## src/sv/nlv_pkg.sv

```systemverilog
// Shared types, character codes and helpers for the numeric literal validator.
package nlv_pkg;

  localparam int unsigned ChW = 8;

  localparam logic [ChW-1:0] ChNul   = 8'h00;
  localparam logic [ChW-1:0] ChPlus  = 8'h2B;
  localparam logic [ChW-1:0] ChMinus = 8'h2D;
  localparam logic [ChW-1:0] ChDot   = 8'h2E;
  localparam logic [ChW-1:0] ChZero  = 8'h30;
  localparam logic [ChW-1:0] ChNine  = 8'h39;
  localparam logic [ChW-1:0] ChUpA   = 8'h41;
  localparam logic [ChW-1:0] ChUpE   = 8'h45;
  localparam logic [ChW-1:0] ChUpZ   = 8'h5A;
  localparam logic [ChW-1:0] ChLowA  = 8'h61;
  localparam logic [ChW-1:0] ChLowE  = 8'h65;
  localparam logic [ChW-1:0] ChLowF  = 8'h66;
  localparam logic [ChW-1:0] ChLowI  = 8'h69;
  localparam logic [ChW-1:0] ChLowN  = 8'h6E;
  localparam logic [ChW-1:0] CaseGap = 8'h20;

  localparam int unsigned     KwLen = 3;
  localparam logic [1:0]      KwLenCode = 2'd3;

  typedef enum logic [2:0] {
    PH_START    = 3'd0,
    PH_AFT_SIGN = 3'd1,
    PH_AFT_EXP  = 3'd2,
    PH_BODY     = 3'd3,
    PH_FAIL     = 3'd4
  } phase_e;

  typedef struct packed {
    logic by_keyword;
    logic is_numeric;
  } result_t;

  function automatic logic is_sign(input logic [ChW-1:0] c);
    return (c == ChPlus) || (c == ChMinus);
  endfunction

  function automatic logic is_exp(input logic [ChW-1:0] c);
    return (c == ChLowE) || (c == ChUpE);
  endfunction

  function automatic logic is_digit(input logic [ChW-1:0] c);
    return (c >= ChZero) && (c <= ChNine);
  endfunction

  // Letter expected at a given position of "inf".
  function automatic logic [ChW-1:0] inf_letter(input logic [1:0] idx);
    logic [ChW-1:0] r;
    case (idx)
      2'd0:    r = ChLowI;
      2'd1:    r = ChLowN;
      default: r = ChLowF;
    endcase
    return r;
  endfunction

  // Letter expected at a given position of "nan".
  function automatic logic [ChW-1:0] nan_letter(input logic [1:0] idx);
    logic [ChW-1:0] r;
    case (idx)
      2'd0:    r = ChLowN;
      2'd1:    r = ChLowA;
      default: r = ChLowN;
    endcase
    return r;
  endfunction

endpackage

```

## src/sv/numeric_literal_validator.sv

```systemverilog
// Top level of the numeric literal validator: input register, parser and result register.
//
// Usage:
//   The slave stream takes one character byte per word on s_axis_tdata; a 0 byte
//   ends the string. Nothing is returned for ordinary bytes. For each 0 byte one
//   word appears on the master stream: bit 0 is_numeric, bit 1 by_keyword.
//   A string is numeric when it is inf or nan (any case, optional sign) or
//   when it passes the decimal recognizer (sign, digits, one dot, one exponent
//   with a non-empty, optionally signed tail).
// Timing:
//   A byte is first registered in the input register, then folds into the parse
//   state; the verdict for a 0 byte is loaded into the result register once that
//   register has room, and from there it is offered on the master stream.
//   One byte per cycle is taken as long as results drain.
// Reset:
//   Clears both valid flags and returns the parser to the start of a string.
// Stall:
//   While the result register is full and m_axis_tready is low, a 0 byte waits
//   in the input register and s_axis_tready drops; ordinary bytes keep flowing.
module numeric_literal_validator (
  input  logic                    clk_i,
  input  logic                    rst_ni,
  input  logic                    s_axis_tvalid,
  output logic                    s_axis_tready,
  input  logic [nlv_pkg::ChW-1:0] s_axis_tdata,   // [7:0] ch
  output logic                    m_axis_tvalid,
  input  logic                    m_axis_tready,
  output logic [7:0]              m_axis_tdata    // [0] is_numeric, [1] by_keyword, [7:2] zero
);

  logic                    in_valid_q, in_valid_d;
  logic [nlv_pkg::ChW-1:0] ch_q;
  logic                    out_free;
  logic                    go;
  logic                    is_term;
  nlv_pkg::result_t        verdict;
  nlv_pkg::result_t        out_res;

  assign is_term       = (ch_q == nlv_pkg::ChNul);
  // a terminator needs room in the result register; other bytes just advance
  assign go            = in_valid_q && (!is_term || out_free);
  assign s_axis_tready = !in_valid_q || go;

  always_comb begin
    in_valid_d = in_valid_q;
    if (s_axis_tvalid && s_axis_tready) begin
      in_valid_d = 1'b1;
    end else if (go) begin
      in_valid_d = 1'b0;
    end
  end

  always_ff @(posedge clk_i or negedge rst_ni) begin
    if (!rst_ni) begin
      in_valid_q <= 1'b0;
    end else begin
      in_valid_q <= in_valid_d;
    end
  end

  always_ff @(posedge clk_i) begin
    if (s_axis_tvalid && s_axis_tready) begin
      ch_q <= s_axis_tdata;
    end
  end

  nlv_parser u_parser (
    .clk_i    (clk_i),
    .rst_ni   (rst_ni),
    .go_i     (go),
    .ch_i     (ch_q),
    .result_o (verdict)
  );

  nlv_out_stage u_out (
    .clk_i    (clk_i),
    .rst_ni   (rst_ni),
    .load_i   (go && is_term),
    .result_i (verdict),
    .free_o   (out_free),
    .valid_o  (m_axis_tvalid),
    .ready_i  (m_axis_tready),
    .result_o (out_res)
  );

  assign m_axis_tdata = {6'd0, out_res.by_keyword, out_res.is_numeric};

`ifndef SYNTHESIS
  a_term_waits: assert property (@(posedge clk_i) disable iff (!rst_ni)
    in_valid_q && is_term && !out_free |=> in_valid_q && (ch_q == nlv_pkg::ChNul))
    else $error("blocked terminator lost from input register");
  a_byte_flows: assert property (@(posedge clk_i) disable iff (!rst_ni)
    in_valid_q && !is_term |-> s_axis_tready)
    else $error("ordinary byte stalled the input");
  a_out_pad_zero: assert property (@(posedge clk_i) disable iff (!rst_ni)
    m_axis_tvalid |-> (m_axis_tdata[7:2] == 6'd0))
    else $error("result padding not zero");
`endif

endmodule

```

## src/sv/nlv_parser.sv

```systemverilog
// Per-string parse state: recognizer phase, keyword matcher and end-of-string verdict.
module nlv_parser (
  input  logic                     clk_i,
  input  logic                     rst_ni,
  input  logic                     go_i,      // consume ch_i this cycle
  input  logic [nlv_pkg::ChW-1:0]  ch_i,
  output nlv_pkg::result_t         result_o   // verdict if ch_i is the terminator
);

  nlv_pkg::phase_e phase_q, phase_d;
  logic            dot_q, dot_d;
  logic            exp_q, exp_d;
  logic [1:0]      letters_q, letters_d;
  logic            signed_q, signed_d;
  logic            inf_q, inf_d;
  logic            nan_q, nan_d;

  logic                    is_nul;
  logic [nlv_pkg::ChW-1:0] low;
  nlv_pkg::phase_e         body_ph;
  logic                    body_dot;
  logic                    body_exp;

  assign is_nul = (ch_i == nlv_pkg::ChNul);

  assign result_o.by_keyword = (letters_q == nlv_pkg::KwLenCode) && (inf_q || nan_q);
  assign result_o.is_numeric = result_o.by_keyword || (phase_q == nlv_pkg::PH_BODY);

  // Digit, dot or exponent mark inside the number body.
  always_comb begin
    body_ph  = nlv_pkg::PH_FAIL;
    body_dot = 1'b0;
    body_exp = 1'b0;
    if (nlv_pkg::is_digit(ch_i)) begin
      body_ph = nlv_pkg::PH_BODY;
    end else if ((ch_i == nlv_pkg::ChDot) && !dot_q) begin
      body_ph  = nlv_pkg::PH_BODY;
      body_dot = 1'b1;
    end else if (nlv_pkg::is_exp(ch_i) && !exp_q) begin
      body_ph  = nlv_pkg::PH_AFT_EXP;
      body_exp = 1'b1;
    end
  end

  // Fold upper case to lower case for the keyword compare.
  always_comb begin
    low = ch_i;
    if ((ch_i >= nlv_pkg::ChUpA) && (ch_i <= nlv_pkg::ChUpZ)) begin
      low = ch_i + nlv_pkg::CaseGap;
    end
  end

  always_comb begin
    phase_d   = phase_q;
    dot_d     = dot_q;
    exp_d     = exp_q;
    letters_d = letters_q;
    signed_d  = signed_q;
    inf_d     = inf_q;
    nan_d     = nan_q;
    if (go_i && is_nul) begin
      phase_d   = nlv_pkg::PH_START;
      dot_d     = 1'b0;
      exp_d     = 1'b0;
      letters_d = 2'd0;
      signed_d  = 1'b0;
      inf_d     = 1'b1;
      nan_d     = 1'b1;
    end else if (go_i) begin
      // keyword matcher
      if (inf_q || nan_q) begin
        if ((letters_q == 2'd0) && !signed_q && nlv_pkg::is_sign(ch_i)) begin
          signed_d = 1'b1;
        end else if (letters_q == nlv_pkg::KwLenCode) begin
          inf_d = 1'b0;
          nan_d = 1'b0;
        end else begin
          if (low != nlv_pkg::inf_letter(letters_q)) inf_d = 1'b0;
          if (low != nlv_pkg::nan_letter(letters_q)) nan_d = 1'b0;
          letters_d = letters_q + 2'd1;
        end
      end
      // recognizer
      case (phase_q)
        nlv_pkg::PH_START: begin
          if (nlv_pkg::is_exp(ch_i)) begin
            phase_d = nlv_pkg::PH_FAIL;
          end else if (nlv_pkg::is_sign(ch_i)) begin
            phase_d = nlv_pkg::PH_AFT_SIGN;
          end else begin
            phase_d = body_ph;
            dot_d   = dot_q | body_dot;
            exp_d   = exp_q | body_exp;
          end
        end
        nlv_pkg::PH_AFT_EXP: begin
          if (nlv_pkg::is_sign(ch_i)) begin
            phase_d = nlv_pkg::PH_AFT_SIGN;
          end else begin
            phase_d = body_ph;
            dot_d   = dot_q | body_dot;
            exp_d   = exp_q | body_exp;
          end
        end
        nlv_pkg::PH_AFT_SIGN, nlv_pkg::PH_BODY: begin
          phase_d = body_ph;
          dot_d   = dot_q | body_dot;
          exp_d   = exp_q | body_exp;
        end
        default: begin
          phase_d = nlv_pkg::PH_FAIL;
        end
      endcase
    end
  end

  always_ff @(posedge clk_i or negedge rst_ni) begin
    if (!rst_ni) begin
      phase_q   <= nlv_pkg::PH_START;
      dot_q     <= 1'b0;
      exp_q     <= 1'b0;
      letters_q <= 2'd0;
      signed_q  <= 1'b0;
      inf_q     <= 1'b1;
      nan_q     <= 1'b1;
    end else begin
      phase_q   <= phase_d;
      dot_q     <= dot_d;
      exp_q     <= exp_d;
      letters_q <= letters_d;
      signed_q  <= signed_d;
      inf_q     <= inf_d;
      nan_q     <= nan_d;
    end
  end

`ifndef SYNTHESIS
  a_term_clears: assert property (@(posedge clk_i) disable iff (!rst_ni)
    (go_i && is_nul) |=> (phase_q == nlv_pkg::PH_START) && !dot_q && !exp_q
                         && (letters_q == 2'd0) && inf_q && nan_q)
    else $error("parse state not cleared after terminator");
  a_dot_not_start: assert property (@(posedge clk_i) disable iff (!rst_ni)
    dot_q |-> (phase_q != nlv_pkg::PH_START))
    else $error("dot recorded while at start of string");
  a_exp_not_start: assert property (@(posedge clk_i) disable iff (!rst_ni)
    exp_q |-> (phase_q != nlv_pkg::PH_START))
    else $error("exponent recorded while at start of string");
  a_hold_idle: assert property (@(posedge clk_i) disable iff (!rst_ni)
    !go_i |=> $stable(phase_q) && $stable(letters_q) && $stable(inf_q) && $stable(nan_q))
    else $error("parse state moved without a consumed word");
`endif

endmodule

```

## src/sv/nlv_out_stage.sv

```systemverilog
// Result register holding one verdict until the receiver takes it.
module nlv_out_stage (
  input  logic             clk_i,
  input  logic             rst_ni,
  input  logic             load_i,
  input  nlv_pkg::result_t result_i,
  output logic             free_o,    // a verdict can be loaded this cycle
  output logic             valid_o,
  input  logic             ready_i,
  output nlv_pkg::result_t result_o
);

  logic             valid_q, valid_d;
  nlv_pkg::result_t data_q;

  assign free_o  = !valid_q || ready_i;
  assign valid_o = valid_q;
  assign result_o = data_q;

  always_comb begin
    valid_d = valid_q;
    if (load_i) begin
      valid_d = 1'b1;
    end else if (ready_i) begin
      valid_d = 1'b0;
    end
  end

  always_ff @(posedge clk_i or negedge rst_ni) begin
    if (!rst_ni) begin
      valid_q <= 1'b0;
    end else begin
      valid_q <= valid_d;
    end
  end

  always_ff @(posedge clk_i) begin
    if (load_i) begin
      data_q <= result_i;
    end
  end

`ifndef SYNTHESIS
  a_no_overwrite: assert property (@(posedge clk_i) disable iff (!rst_ni)
    load_i |-> free_o)
    else $error("verdict loaded over one not yet taken");
  a_keyword_implies_numeric: assert property (@(posedge clk_i) disable iff (!rst_ni)
    valid_q && data_q.by_keyword |-> data_q.is_numeric)
    else $error("keyword match without numeric flag");
  a_load_shows: assert property (@(posedge clk_i) disable iff (!rst_ni)
    load_i |=> valid_q)
    else $error("loaded verdict not presented");
`endif

endmodule
```

## config.mk

```make
export PLATFORM = sky130hd
export DESIGN_NAME = numeric_literal_validator
export DESIGN_NICKNAME = d
export VERILOG_FILES = /design/src/sv/nlv_pkg.sv /design/src/sv/numeric_literal_validator.sv /design/src/sv/nlv_parser.sv /design/src/sv/nlv_out_stage.sv
export SDC_FILE = /design/constraint.sdc
export NUM_CORES = 1
export LEC_CHECK = 0
export ABC_AREA = 0
export BUFFER_PORTS_ARGS = -buffer_cell sky130_fd_sc_hd__buf_2
export CORE_ASPECT_RATIO = 1.1
export CORE_MARGIN = 2
export CORE_UTILIZATION = 48
export DETAILED_ROUTE_END_ITERATION = 7
export GPL_TIMING_DRIVEN = 0
export PLACE_DENSITY = 0.83
export SYNTH_ARGS = -nofsm -noshare
export SYNTH_HDL_FRONTEND = slang
export SYNTH_SLANG_ARGS = --single-unit
```

## constraint.sdc

```tcl
create_clock -name clk_i -period 1.81 [get_ports clk_i]
set_input_delay 0.0905 -clock clk_i [delete_from_list [all_inputs] [get_ports clk_i]]
set_output_delay 0.0905 -clock clk_i [all_outputs]
set_load 0.01 [all_outputs]
```

==> flow_summary.json <==
{
  "rsz0062_at_grt": "yes",
  "ir_worst_vdd_uv": 541,
  "arrival_ns": 1.85,
  "p_comb_frac": 0.259,
  "fin_setup_tns_ns": -0.491,
  "dp_cells": 170,
  "async_flop_share": 0.545,
  "grtUsageTotal": 0.216,
  "synth_cells": 119,
  "ys.flop_type": "edfxtp_1",
  "fin_cells": 201,
  "critPathRequiredTime_ns": 1.72,
  "drc": 0,
  "r2r_cells": 5,
  "cts_sinks": 22,
  "antenna_found_initial": 0,
  "drt_wl_total_um": 3180,
  "grt_pass1_wl_um": 4790,
  "maxCapViolCount": 0,
  "max_freq_ghz": 0.515,
  "critPathMaxFanout": 5,
  "slew_violations": 0,
  "ys_ff_latch": 22,
  "ys_seq_area_frac": 0.479,
  "initial_utilization": 0.504,
  "yosys.area.top_type": "edfxtp_1",
  "globalRouteOverflowTotal": 0,
  "core-area_sq_mm": 0.00250,
  "clockRootBuffer": "clkbuf_4",
  "internal-power_uw": 843,
  "die_y_um": 57.7,
  "antenna_left": 0,
  "synth.distinct_cells": 44,
  "clock_latency_ns": 0.33,
  "maxSlewHeadroom": 0.547,
  "fillerInstances": 189,
  "drive_gt1_frac": 0.353,
  "syn-cell-area_sq_mm": 0.00126,
  "htree_levels": 1,
  "clkPwrFrac": 0.232,
  "routedWlPerCell_um": 15.8,
  "place_congestion": 0.874,
  "post-dp-hpwl_um": 1890,
  "top_level_ports": 22,
  "yosys-top-cells-area": "edfxtp_1 (24%), dfrtp_1 (20%), ha_1 (5.0%)",
  "rows": 19,
  "worst_slew_pin_slew_ns": 0.678,
  "wl_met1_um": 1220,
  "synth_enable_flop_cells": 10,
  "ys_warn_count": 0,
  "nets": 188,
  "sw_frac_of_total": 0.304,
  "cts_tree": "built",
  "port_buffers": 15,
  "layout_setup_ws_ns": -0.130,
  "met3_length_um": 198,
  "n_antenna_cell": 0,
  "p_seq_frac": 0.509,
  "violations": "setup timing",
  "synth_top_area_frac": 0.239,
  "r2r_start": "ch_q[4]$_DFFE_PP_",
  "via_count": 1154,
  "status": "finished, violations left",
  "vias_per_cell": 5.74,
  "first_global_vias": 1058,
  "yosys.cell_count.top_type": "nand2_1",
  "endpoint_kind": "primary output",
  "cts_buffers": 3,
  "topRoutingLayerUsed": "met4",
  "path_class": "reg -> out",
  "die_area_sq_mm": 0.00305,
  "reg2reg_to": "u_parser.letters_q[0]$_DFFE_PN0P_",
  "grt_max_degree": 13,
  "startpoint_type": "flop",
  "finalHoldViolCount": 0,
  "power_density_mw_per_mm2": 693,
  "final.period_utilization": 1.07,
  "holdCritPathClass": "in -> async",
  "finalSetupViolCount": 8,
  "cts_buffer_depth": 2,
  "avgSynthCellArea_sq_um": 10.6,
  "multi_input_area_sq_um": 674,
  "syn_to_final_growth_pct": 38.9,
  "synthTopCellsByCount": "nand2_1 (13), inv_1 (11), dfrtp_1 (10), edfxtp_1 (10)",
  "switching_power_uw": 368,
  "area.sequential_sq_um": 603,
  "firstDrtPassIters": 6,
  "r2r_setup_slack_ns": -0.10,
  "drtIter0Drc": 24,
  "wl_met2_um": 1620,
  "leakagePower_uw": 0.000775,
  "fin_crit_ns": 1.94,
  "die_x_um": 52.8,
  "finalClockSkew_ns": 0.00810,
  "clk_pin_slew_worst_paths_ns": 0.13
}
[cell families (layout without fill, tap and decap cells)]
family                   after synthesis  in the layout  synth area share
AND/OR/NAND/NOR                       42             42             0.201
flip-flops                            22             22             0.479
buffers and inverters                 17             63            0.0686
XOR/XNOR                               2              2            0.0139
AO/OA/AOI/OAI                         28             28             0.169
multiplexers                           2              2            0.0159
adder cells (fa/ha/maj)                5              5            0.0497
other                                  1              6           0.00298
[worst max-delay path: stages, from the launching register on]
cell and delay, ns:
edfxtp_1 0.47, or4_4 0.60, nor3_4 0.21, nand2_2 0.11, buf_6 0.14
[flip-flops by register name (all words and copies together), names as in the netlist]
name and count:
u_parser.letters_q 2, u_parser.dot_q 1, in_valid_q 1, u_parser.inf_q 1, u_parser.exp_q 1, u_out.result_o 2
ch_q 8, u_parser.nan_q 1, u_out.valid_o 1, u_parser.signed_q 1, u_parser.phase_q 3
[stage by stage]
step                power (uW)  utilization  area [sq um]  hold slack (ns)  setup slack, ns
floorplan                  775            -          1280           -0.205          0.00797
global placement           822        0.560          1400          -0.0172           -0.125
detailed placement         843        0.560          1400          -0.0152           -0.148
CTS                       1160        0.661          1650            0.159          -0.0900
global route              1260        0.700          1750            0.189           -0.166
finish                    1210        0.700          1750            0.152           -0.130
[routing by layer]
layer | up-vias | track usage
met5 | - | 0
met4 | 0 | 0.117
met1 | 534 | 0.239
li1 | 535 | -
met2 | 64 | 0.386
met3 | 21 | 0.0361
[how the worst max path moves through the flow]
stage | to | cells past startpoint | start
finish | s_axis_tready | 4 | ch_q[4]$_DFFE_PP_
global route | s_axis_tready | 4 | ch_q[4]$_DFFE_PP_
CTS | s_axis_tready | 4 | ch_q[6]$_DFFE_PP_
detailed placement | u_out.result_o[0]$_DFFE_PP_ | 3 | ch_q[1]$_DFFE_PP_
global placement | u_out.result_o[1]$_DFFE_PP_ | 3 | ch_q[1]$_DFFE_PP_
floorplan | ch_q[0]$_DFFE_PP_ | 4 | ch_q[1]$_DFFE_PP_
[power by group through the flow]
stage	combinational, uW	clock (uW)	sequential [uW]
floorplan	157	0	618
global placement	196	0	626
detailed placement	212	0	630
CTS	266	283	614
global route	339	299	620
finish	313	281	616
[cell type report]
| class | instances | area share |
|---|---|---|
| inverters | 11 | 0.0236 |
| repair buffers | 42 | 0.177 |
| clock buffers | 4 | 0.0208 |
| multi-input cells | 85 | 0.386 |
| plain buffers | 6 | 0.0258 |
| well taps | 31 | 0.0222 |
| flip-flops and latches | 22 | 0.345 |
[what timing repair did]
item | in CTS | in global routing
hold buffers | 10 | 0
gates resized for setup | 8 | 7
endpoints found under the hold margin | 21 | 0
pin swaps | 8 | 4
setup buffers | 9 | 8
setup endpoints to repair | 20 | 20
[layout by cell type (no fill, tap or decap), types with 2 or more instances in the layout]
| cell type | instances |
|---|---|
| a21o_1 | 2 |
| a31oi_1 | 2 |
| buf_2 | 14 |
| buf_4 | 23 |
| clkbuf_4 | 3 |
| conb_1 | 6 |
| dfrtp_1 | 10 |
| dfstp_2 | 2 |
| dlygate4sd3_1 | 10 |
| edfxtp_1 | 10 |
| ha_1 | 5 |
| inv_1 | 11 |
| mux2i_1 | 2 |
| nand2_1 | 12 |
| nand2b_1 | 2 |
| nand4_1 | 3 |
| nor2_1 | 6 |
| nor2b_1 | 2 |
| nor3b_1 | 2 |
| o2111ai_1 | 3 |
| o211ai_1 | 2 |
| o21a_1 | 2 |
| o21ai_0 | 2 |
| o21ai_1 | 2 |
| o22ai_1 | 2 |
| or4_4 | 3 |
| xnor2_1 | 2 |
Note: power is estimated with default switching activity, not from simulation.
